--- config.mk ---
export PLATFORM = sky130hd
export DESIGN_NAME = pixel_row_rle_with_palette_unit
export DESIGN_NICKNAME = d
export VERILOG_FILES = /design/src/rtl/prle_pkg.sv /design/src/rtl/pixel_row_rle_with_palette_unit.sv /design/src/rtl/prle_ctrl.sv /design/src/rtl/prle_datapath.sv
export SDC_FILE = /design/constraint.sdc
export NUM_CORES = 2
export LEC_CHECK = 0
export ABC_CLOCK_PERIOD_IN_PS = 3700
export BUFFER_PORTS_ARGS = -buffer_cell sky130_fd_sc_hd__buf_2
export CORE_ASPECT_RATIO = 0.75
export CORE_MARGIN = 10
export CORE_UTILIZATION = 57
export CTS_CLUSTER_SIZE = 28
export DETAILED_ROUTE_END_ITERATION = 16
export PLACE_DENSITY = 0.76
export SETUP_SLACK_MARGIN = 0.05
export SLEW_MARGIN = 20
export SYNTH_ARGS = -nofsm -noshare
export SYNTH_HDL_FRONTEND = slang
export SYNTH_SLANG_ARGS = --single-unit
--- constraint.sdc ---
create_clock -name clk -period 3.7 [get_ports clk]
set_clock_uncertainty 0.2 [all_clocks]
set_input_delay 0.185 -clock clk [delete_from_list [all_inputs] [get_ports clk]]
set_output_delay 0.185 -clock clk [all_outputs]
set_load 0.005 [all_outputs]
--- src/rtl/prle_pkg.sv ---
package prle_pkg;

    localparam int RUN_LEN_W      = 13;
    localparam int IDX_W          = 7;
    localparam int COLOUR_W       = 24;
    localparam int LEN_LIMIT      = 8191;
    localparam int DEF_MAX_ROW    = 4096;
    localparam int DEF_PAL_DEPTH  = 64;

    typedef struct packed {
        logic accept;   // take a pixel word into the run tracker
        logic read;     // read palette entry at the scan pointer
        logic compare;  // compare read data against run colour
        logic step;     // advance scan pointer
        logic emit;     // load output register, append colour if new and palette not full
        logic load_b;   // load the row-end flush run from the open run
    } prle_cmd_t;

    typedef struct packed {
        logic acc_emit;   // accepted pixel closes a run or ends a row
        logic fill_zero;
        logic match;
        logic scan_last;
        logic out_free;
        logic pend_b;
    } prle_status_t;

endpackage

--- src/rtl/pixel_row_rle_with_palette_unit.sv ---
// Row run-length encoder with a first-appearance colour palette. Pixel words
// that only extend or open a run are taken one per cycle while no palette
// lookup is under way. A word that closes a run or ends a row stalls input
// while the palette is scanned for the run's colour (scan stops at the first
// match, else runs over all stored colours; an empty palette is not scanned).
// A row-end word that also closes a run then scans again for the flushed run.
// Results sit in an output register, so the next pixel word is taken while a
// result waits; a result that finds the register still held by a stalled word
// waits for it to drain. The palette needs no clearing after reset; only
// stored entries are ever read.
module pixel_row_rle_with_palette_unit #(
    parameter int MAX_ROW_PIXELS = prle_pkg::DEF_MAX_ROW,
    parameter int PALETTE_DEPTH  = prle_pkg::DEF_PAL_DEPTH
) (
    input  logic                           clk,
    input  logic                           rst_n,
    input  logic                           in_valid,
    output logic                           in_stall,
    input  logic [7:0]                     pixel_blue,
    input  logic [7:0]                     pixel_green,
    input  logic [7:0]                     pixel_red,
    input  logic                           row_end,
    output logic                           out_valid,
    input  logic                           out_stall,
    output logic [7:0]                     run_blue,
    output logic [7:0]                     run_green,
    output logic [7:0]                     run_red,
    output logic [prle_pkg::RUN_LEN_W-1:0] run_length,
    output logic [prle_pkg::IDX_W-1:0]     palette_index,
    output logic                           colour_is_new,
    output logic                           palette_overflow,
    output logic                           row_last_run,
    output logic                           last_of_item
);
    import prle_pkg::*;

    localparam logic [IDX_W-1:0] OVF_IDX = IDX_W'(PALETTE_DEPTH);

    prle_cmd_t    cmd;
    prle_status_t st;

    prle_ctrl u_ctrl (
        .clk      (clk),
        .rst_n    (rst_n),
        .in_valid (in_valid),
        .in_stall (in_stall),
        .st       (st),
        .cmd      (cmd)
    );

    prle_datapath #(
        .MAX_ROW_PIXELS (MAX_ROW_PIXELS),
        .PALETTE_DEPTH  (PALETTE_DEPTH)
    ) u_dp (
        .clk              (clk),
        .rst_n            (rst_n),
        .cmd              (cmd),
        .st               (st),
        .pixel_blue       (pixel_blue),
        .pixel_green      (pixel_green),
        .pixel_red        (pixel_red),
        .row_end          (row_end),
        .out_valid        (out_valid),
        .out_stall        (out_stall),
        .run_blue         (run_blue),
        .run_green        (run_green),
        .run_red          (run_red),
        .run_length       (run_length),
        .palette_index    (palette_index),
        .colour_is_new    (colour_is_new),
        .palette_overflow (palette_overflow),
        .row_last_run     (row_last_run),
        .last_of_item     (last_of_item)
    );

    a_new_xor_ovf: assert property (@(posedge clk) disable iff (!rst_n)
        out_valid |-> !(colour_is_new && palette_overflow))
        else $error("run marked both new and overflowed");

    a_row_last: assert property (@(posedge clk) disable iff (!rst_n)
        (out_valid && row_last_run) |-> last_of_item)
        else $error("row flush run not last of its word");

    a_ovf_idx: assert property (@(posedge clk) disable iff (!rst_n)
        (out_valid && palette_overflow) |-> (palette_index == OVF_IDX))
        else $error("overflow run with a stored index");

    a_len_nonzero: assert property (@(posedge clk) disable iff (!rst_n)
        out_valid |-> (run_length != '0))
        else $error("empty run emitted");

endmodule

--- src/rtl/prle_ctrl.sv ---
module prle_ctrl (
    input  logic                   clk,
    input  logic                   rst_n,
    input  logic                   in_valid,
    output logic                   in_stall,
    input  prle_pkg::prle_status_t st,
    output prle_pkg::prle_cmd_t    cmd
);
    import prle_pkg::*;

    localparam logic [1:0] ST_IDLE = 2'd0;
    localparam logic [1:0] ST_READ = 2'd1;
    localparam logic [1:0] ST_CMP  = 2'd2;
    localparam logic [1:0] ST_EMIT = 2'd3;

    logic [1:0] state_reg;
    logic [1:0] state_next;

    always_comb
    begin
        state_next = state_reg;
        cmd        = '0;
        in_stall   = 1'b1;
        unique case (state_reg)
            ST_IDLE:
            begin
                in_stall   = 1'b0;
                cmd.accept = in_valid;
                if (in_valid && st.acc_emit)
                begin
                    state_next = ST_READ;
                end
            end
            ST_READ:
            begin
                if (st.fill_zero)
                begin
                    state_next = ST_EMIT;
                end
                else
                begin
                    cmd.read   = 1'b1;
                    state_next = ST_CMP;
                end
            end
            ST_CMP:
            begin
                cmd.compare = 1'b1;
                if (st.match || st.scan_last)
                begin
                    state_next = ST_EMIT;
                end
                else
                begin
                    cmd.step   = 1'b1;
                    state_next = ST_READ;
                end
            end
            ST_EMIT:
            begin
                if (st.out_free)
                begin
                    cmd.emit = 1'b1;
                    if (st.pend_b)
                    begin
                        cmd.load_b = 1'b1;
                        state_next = ST_READ;
                    end
                    else
                    begin
                        state_next = ST_IDLE;
                    end
                end
            end
            default:
            begin
                state_next = ST_IDLE;
            end
        endcase
    end

    always_ff @(posedge clk or negedge rst_n)
    begin
        if (!rst_n)
        begin
            state_reg <= ST_IDLE;
        end
        else
        begin
            state_reg <= state_next;
        end
    end

endmodule

--- src/rtl/prle_datapath.sv ---
module prle_datapath #(
    parameter int MAX_ROW_PIXELS = prle_pkg::DEF_MAX_ROW,
    parameter int PALETTE_DEPTH  = prle_pkg::DEF_PAL_DEPTH
) (
    input  logic                          clk,
    input  logic                          rst_n,
    input  prle_pkg::prle_cmd_t           cmd,
    output prle_pkg::prle_status_t        st,
    input  logic [7:0]                    pixel_blue,
    input  logic [7:0]                    pixel_green,
    input  logic [7:0]                    pixel_red,
    input  logic                          row_end,
    output logic                          out_valid,
    input  logic                          out_stall,
    output logic [7:0]                    run_blue,
    output logic [7:0]                    run_green,
    output logic [7:0]                    run_red,
    output logic [prle_pkg::RUN_LEN_W-1:0] run_length,
    output logic [prle_pkg::IDX_W-1:0]    palette_index,
    output logic                          colour_is_new,
    output logic                          palette_overflow,
    output logic                          row_last_run,
    output logic                          last_of_item
);
    import prle_pkg::*;

    localparam int ADDR_W = (PALETTE_DEPTH > 1) ? $clog2(PALETTE_DEPTH) : 1;
    localparam int FILL_W = $clog2(PALETTE_DEPTH + 1);
    localparam int LEN_CAP = (MAX_ROW_PIXELS > LEN_LIMIT) ? LEN_LIMIT : MAX_ROW_PIXELS;
    localparam logic [RUN_LEN_W-1:0] LEN_CAP_V = RUN_LEN_W'(LEN_CAP);
    localparam logic [FILL_W-1:0]    DEPTH_V   = FILL_W'(PALETTE_DEPTH);

    logic [COLOUR_W-1:0]  mem [PALETTE_DEPTH];

    logic [COLOUR_W-1:0]  open_col_reg, open_col_next;
    logic [RUN_LEN_W-1:0] open_cnt_reg, open_cnt_next;
    logic [FILL_W-1:0]    fill_reg, fill_next;
    logic                 pend_b_reg, pend_b_next;
    logic                 found_reg, found_next;
    logic [ADDR_W-1:0]    scan_reg, scan_next;
    logic                 out_valid_reg, out_valid_next;

    logic [COLOUR_W-1:0]  run_col_reg;
    logic [RUN_LEN_W-1:0] run_len_reg;
    logic                 run_row_last_reg;
    logic                 run_last_reg;
    logic [COLOUR_W-1:0]  rd_data_reg;

    logic [COLOUR_W-1:0]  out_col_reg;
    logic [RUN_LEN_W-1:0] out_len_reg;
    logic [IDX_W-1:0]     out_idx_reg;
    logic                 out_new_reg;
    logic                 out_ovf_reg;
    logic                 out_row_last_reg;
    logic                 out_last_reg;

    logic [COLOUR_W-1:0]  pix;
    logic                 same;
    logic                 close;
    logic [RUN_LEN_W-1:0] cnt_upd;
    logic                 full;
    logic                 append;
    logic [FILL_W-1:0]    idx_sel;

    assign pix     = {pixel_red, pixel_green, pixel_blue};
    assign same    = (open_cnt_reg != '0) && (open_col_reg == pix);
    assign close   = (open_cnt_reg != '0) && !same;
    assign cnt_upd = !same ? RUN_LEN_W'(1)
                   : (open_cnt_reg < LEN_CAP_V) ? open_cnt_reg + RUN_LEN_W'(1)
                   : open_cnt_reg;
    assign full    = (fill_reg == DEPTH_V);
    assign append  = cmd.emit && !found_reg && !full;

    always_comb
    begin
        priority if (found_reg)
            idx_sel = FILL_W'(scan_reg);
        else if (!full)
            idx_sel = fill_reg;
        else
            idx_sel = DEPTH_V;
    end

    assign st.acc_emit  = close || row_end;
    assign st.fill_zero = (fill_reg == '0);
    assign st.match     = (rd_data_reg == run_col_reg);
    assign st.scan_last = (FILL_W'(scan_reg) + FILL_W'(1)) == fill_reg;
    assign st.out_free  = !out_valid_reg || !out_stall;
    assign st.pend_b    = pend_b_reg;

    // control state
    always_comb
    begin
        open_col_next  = open_col_reg;
        open_cnt_next  = open_cnt_reg;
        fill_next      = fill_reg;
        pend_b_next    = pend_b_reg;
        found_next     = found_reg;
        scan_next      = scan_reg;
        out_valid_next = out_valid_reg && out_stall;

        if (cmd.accept)
        begin
            found_next = 1'b0;
            scan_next  = '0;
            if (close)
            begin
                pend_b_next   = row_end;
                open_col_next = pix;
                open_cnt_next = RUN_LEN_W'(1);
            end
            else if (row_end)
            begin
                pend_b_next   = 1'b0;
                open_col_next = '0;
                open_cnt_next = '0;
            end
            else
            begin
                pend_b_next   = 1'b0;
                open_col_next = pix;
                open_cnt_next = cnt_upd;
            end
        end
        if (cmd.compare && st.match)
        begin
            found_next = 1'b1;
        end
        if (cmd.step)
        begin
            scan_next = scan_reg + ADDR_W'(1);
        end
        if (cmd.emit)
        begin
            out_valid_next = 1'b1;
            if (append)
            begin
                fill_next = fill_reg + FILL_W'(1);
            end
        end
        if (cmd.load_b)
        begin
            found_next    = 1'b0;
            scan_next     = '0;
            pend_b_next   = 1'b0;
            open_col_next = '0;
            open_cnt_next = '0;
        end
    end

    always_ff @(posedge clk or negedge rst_n)
    begin
        if (!rst_n)
        begin
            open_col_reg  <= '0;
            open_cnt_reg  <= '0;
            fill_reg      <= '0;
            pend_b_reg    <= 1'b0;
            found_reg     <= 1'b0;
            scan_reg      <= '0;
            out_valid_reg <= 1'b0;
        end
        else
        begin
            open_col_reg  <= open_col_next;
            open_cnt_reg  <= open_cnt_next;
            fill_reg      <= fill_next;
            pend_b_reg    <= pend_b_next;
            found_reg     <= found_next;
            scan_reg      <= scan_next;
            out_valid_reg <= out_valid_next;
        end
    end

    // run being looked up
    always_ff @(posedge clk)
    begin
        if (cmd.accept)
        begin
            if (close)
            begin
                run_col_reg      <= open_col_reg;
                run_len_reg      <= open_cnt_reg;
                run_row_last_reg <= 1'b0;
                run_last_reg     <= !row_end;
            end
            else if (row_end)
            begin
                run_col_reg      <= pix;
                run_len_reg      <= cnt_upd;
                run_row_last_reg <= 1'b1;
                run_last_reg     <= 1'b1;
            end
        end
        else if (cmd.load_b)
        begin
            run_col_reg      <= open_col_reg;
            run_len_reg      <= open_cnt_reg;
            run_row_last_reg <= 1'b1;
            run_last_reg     <= 1'b1;
        end
    end

    // palette memory, one port each way
    always_ff @(posedge clk)
    begin
        if (append)
        begin
            mem[fill_reg[ADDR_W-1:0]] <= run_col_reg;
        end
        if (cmd.read)
        begin
            rd_data_reg <= mem[scan_reg];
        end
    end

    always_ff @(posedge clk)
    begin
        if (cmd.emit)
        begin
            out_col_reg      <= run_col_reg;
            out_len_reg      <= run_len_reg;
            out_idx_reg      <= IDX_W'(idx_sel);
            out_new_reg      <= append;
            out_ovf_reg      <= !found_reg && full;
            out_row_last_reg <= run_row_last_reg;
            out_last_reg     <= run_last_reg;
        end
    end

    assign out_valid        = out_valid_reg;
    assign run_blue         = out_col_reg[7:0];
    assign run_green        = out_col_reg[15:8];
    assign run_red          = out_col_reg[23:16];
    assign run_length       = out_len_reg;
    assign palette_index    = out_idx_reg;
    assign colour_is_new    = out_new_reg;
    assign palette_overflow = out_ovf_reg;
    assign row_last_run     = out_row_last_reg;
    assign last_of_item     = out_last_reg;

endmodule
# == After elaboration in Yosys (flattened, before gate mapping) ==
# Memories as Yosys holds them, arrays and structs flattened. A register that Yosys moved wholly into a read port is not among the register bits.
# Cells that the tools add are included.
# W data, S select, Z words.
# classes
add_sub_neg,4
magnitude_cmp,1
n_eq_ne,10
muxes,53
n_reduce_logical,26
# ops
op,n
$mux W24,8
$mux W13,10
$eq A24 B24 Y1,2
$mux W6,4
$mux W1,23
$add A13 B1 Y13 const B,1
$lt A13 B13 Y1 const B,1
$reduce_bool A13 Y1,1
$mux W2,6
$logic_and A1 B1 Y1,8
$pmux W2 S4,1
$add A6 B1 Y7 const B,1
$add A7 B1 Y7 const B,1
$eq A7 B7 Y1,1
$eq A7 B7 Y1 const B,1
$logic_not A7 Y1,1
$mux W7,1
$add A6 B1 Y6 const B,1
$logic_not A1 Y1,6
$reduce_and A2 Y1,3
$reduce_bool A3 Y1,2
$eq A2 B2 Y1 const B,2
$logic_or A1 B1 Y1,3
$ne A3 B2 Y1 const B,1
other kinds (5),5
# word_totals
register_bits,142
in_bits,29
output_inout_bits,50
n_memories,1
ramBits,1536
# memory_table
memory,depth,width,rd,rd_ports_with_merged_regs,wr,line_no,rtl
u_dp.mem,64,24,1,1,1,prle_datapath.sv:33,logic [COLOUR_W-1:0] mem [PALETTE_DEPTH];

# == Depth between registers and ports, before layout ==
# logic_depth
ltp_word,8
ltp_mapped,10
depth_no_buf,8

# == By module ==
# Synthesis repeated with hierarchy kept, for this count alone.
# unflattened
cells_unflattened,2873
hier_area_um2,65587.9
# by_module_without_submodules
mod,area_each_um2,cells_per_inst,instances
prle_datapath,65439.0,2856,1
prle_ctrl,148.9,17,1

# == Worst setup path after synthesis ==
# No wires, ideal clock.
# synth_path
path_kind,reg2reg
start,"register u_dp.out_valid_reg, in the netlist u_dp.out_valid"
end,register u_dp.run_col_reg[0] (enable)
path_buffers,0
arrival_time_ps,3038
path_slack_ps,63
path_stages_with_launch,7
setup_ps,399
path_cell_list,dfrtp_1 > nand2_1 > nand3_1 > inv_1 > nand2_1 > nand2_1 > o21a_1
# synth_between
elab_chain_cells,6
# synth_rtl
item,line_no,rtl
start: declaration,prle_datapath.sv:41,"logic out_valid_reg, out_valid_next;"
start signal: assignment,prle_datapath.sv:171,out_valid_reg <= out_valid_next;
$logic_not A1 Y1,prle_datapath.sv:88,assign st.out_free = !out_valid_reg || !out_stall;
$logic_or A1 B1 Y1,prle_datapath.sv:88,
$mux W2,prle_ctrl.sv:61,if (st.out_free)
$mux W2,prle_ctrl.sv:24,unique case (state_reg)
$reduce_bool A2 Y1 (no line),--,
$reduce_and A2 Y1 (no line),--,
end signal: assignment,prle_datapath.sv:182,run_col_reg <= open_col_reg;
end signal: assignment,prle_datapath.sv:189,run_col_reg <= pix;
end signal: assignment,prle_datapath.sv:197,run_col_reg <= open_col_reg;
end: declaration,prle_datapath.sv:43,logic [COLOUR_W-1:0] run_col_reg;
# Every way passes these cells.
# A chain may end at the register's enable or synchronous reset.

==> qor.txt <==
Cell Area, Synth = 0.06590 mm^2
Worst-case clock buffer depth = 3
Synth top area share = 0.7505
CP Capture Type = flip-flop
Vias per inst = 6.894
Synth Net Count = 2932
Worst slew margin = 0.3198
Routability-driven placement congestion ratio = 0.8966
Final setup viols = 0
Slew @ Worst Pin = 1.014 ns
Startpoint types = flip-flop
CP max-delay cell = a211oi_1
Die area = 0.1298 mm^2
Worst path most repeated cell = a211oi_1
Critical path class = flip-flop to flip-flop
GR Overflow Total = 0
Place WS = -0.05848 ns
WP data arrival = 3.85 ns
Routed Antenna Nets = 0
Gate Count Post-Synth = 2898
Core Area = 0.1142 mm^2
FMAX = 0.2835 GHz
Num rows = 107
Number of synthesized flops with an enable pin = 1647
Fraction of layout cells with a size suffix above 1 = 0.3190
Netlist cell types = 54
Sequential area share after synthesis = 0.7714
Crit-path max FO = 24
Biggest area consumer among synthesized cells = edfxtp_1
Hold crit path type = primary input to flip-flop
Max-slew violations = 0
Via count = 33636
Post-Route Setup TNS = 0 ns
Ys Warns = 0
Crit path max-delay family = compound AO/OA/AOI/OAI gates
Design Area, Final = 0.07519 mm^2
RSZ-0062 raised after global routing = no
Initial antenna violation count = 5
Crit path cell chain = buf_12 -> mux4_2 -> nor2b_1 -> a211oi_1 -> a211oi_1 -> nor2_1 -> a21oi_1
Clk slew on worst S/H paths = 0.07 ns
DRT iter0 DRCs = 5404
First-pass GRT wire length = 245900 um
TritonRoute pass-1 iters = 7
Area contributors post-synth = edfxtp_1 (75%), mux4_2 (16%), dfrtp_1 (2.1%)
Hold_ws = 0.08651 ns
Largest register FFs = 1536
CP max stage delay = 0.85 ns
Die W = 412.6 um
CP Data Required Time = 4.02 ns
Post-DP Area = 0.06950 mm^2
Maximum VDD drop = 616.3 uV
CTS tree = built
Async set-reset flop share out of synthesis = 0.03231
Crit path buf inv count = 1
H-tree Lvls = 4
Crit path time final = 3.528 ns
Initial Utilization = 0.5771
Number of port buffers = 78
Layout Cells excl Fill = 4879
Largest net degree at the start of global routing = 66
Final period util = 0.9535
Syn_area_per_cell = 22.74 um^2
All-layer global routing usage = 0.2656
Layout area overhead = 14.11%
Drt wl/cell = 35.11 um
HPWL Detailed = 94250 um
Max_cap viols = 0
Power per Cell Area = 732.3 mW/mm^2
#FFs+latches synth = 1702
Clk root buf = clkbuf_16
Outcome = completed
Lkg Pwr = 23.58 nW
Vias in the first global route = 33812
TritonCTS Buffers = 154
DRC Markers = 0
Setup slack after layout = 0.1721 ns
Fin nets = 3268
Clk Latency, worst-skew pair = 0.80 ns
Die Y = 314.5 um
Clock Sinks = 1702
Hold Violations, Final = 0
Synth Flop Type = edfxtp_1
Placed Instances = 4539
Routed WL = 171300 um
Io pins = 79
## power breakdown
part | leakage (nW) | internal, mW | total (mW) | switching [mW]
Sequential | 15.6 | 23.6 | 24.6 | 0.993
Combinational | 5.59 | 6.25 | 14.4 | 8.20
Clock | 2.42 | 9.01 | 16.0 | 6.98
## per-layer routing
layer | vias up | GRT usage | wire length, um
met5 | - | 0 | 38
met4 | 6 | 0.09249 | 5719
met3 | 368 | 0.07536 | 23470
met2 | 2729 | 0.4009 | 80000
met1 | 17595 | 0.3750 | 62080
li1 | 12938 | - | -
## stage by stage
step,utilization,power [mW]
after floorplan,-,33.25
after global placement,0.6086,38.29
after detailed placement,0.6086,38.70
after CTS,0.6582,54.94
after global routing,0.6584,56.57
final,0.6584,55.06
## synth_stat cells (8+ instances only)
cell      number
nand2_1       53
nor4_1        11
buf_1         17
edfxtp_1    1647
a211oi_1      23
nor2_1        90
nor2b_1       12
buf_2         58
a31oi_1       10
mux2_2        33
inv_1         13
mux2i_1       75
o21ai_0       23
xnor2_1       20
buf_4         10
a22o_1        25
dfrtp_1       55
xor2_1        42
nand3_1       26
nand4_1        8
mux4_2       461
a21oi_1       34
a22oi_1       13
clkbuf_1      63
## path summary, 6_finish.rpt
| kind | slack (ns) | cells after the start | to | startpoint |
|---|---|---|---|---|
| max in group asynchronous | 2.74 | 4 | u_dp.open_cnt_reg[4] | rst_n |
| max reg2reg | 0.17 | 7 | u_dp.rd_data_reg[22] | u_dp.scan_reg[0] |
| max | 0.17 | 7 | u_dp.rd_data_reg[22] | u_dp.scan_reg[0] |
| min reg2reg | 0.22 | 0 | u_dp.run_length[8] | u_dp.run_len_reg[8] |
| min | 0.09 | 4 | u_dp.out_valid | out_stall |
| min in group asynchronous | 0.31 | 4 | u_dp.open_col_reg[15] | rst_n |
## cell type report
cell class,instances,area [um^2]
clock inverter,95,958.4
timing repair buffer,332,2879
clock buffer,178,4029
sequential,1702,50850
inverter,13,48.80
fill,6824,39000
multi-input combinational,1031,14510
tap,1526,1909
antenna,2,5.005
## cells in the final DEF, fill, tap and decap left out, types with 42 or more instances in the layout
| master | instances |
|---|---|
| edfxtp_1 | 1647 |
| mux4_2 | 461 |
| clkbuf_16 | 158 |
| buf_4 | 157 |
| buf_2 | 78 |
| mux2i_1 | 73 |
| nor2_2 | 65 |
| dlygate4sd3_1 | 63 |
| nand2_1 | 53 |
| dfrtp_1 | 49 |
| xor2_1 | 42 |
## cell families (layout without fill, tap and decap cells)
logic type,Yosys count,in the layout,synth area share
DFF,1702,1702,0.7714
muxes,569,569,0.1746
and+or+nand+nor,246,246,0.01779
buffers and inverters,165,618,0.01153
AOI/OAI and AO/OA,149,149,0.01551
xor gates and xnor gates,62,62,0.008240
adders and majority gates,5,5,0.0009493
other,0,2,0
## worst reg2reg max path, delay by kind of cell (launching register included)
kind            cells  cell delay, ns
compound gates      3            1.22
flops               1            0.67
mux                 1            0.53
simple gates        2            0.36
buf+inv             1            0.28
## timing repair
| item | in CTS | in global routing |
|---|---|---|
| endpoints found under the hold margin | 160 | 0 |
| buffers inserted | 1 | 0 |
| pin swaps | 0 | 0 |
| gates resized for setup | 1 | 3 |
| endpoints found under the setup margin | 1 | 3 |
| hold buffers | 64 | 0 |
Power figures use the tool's default switching activity.
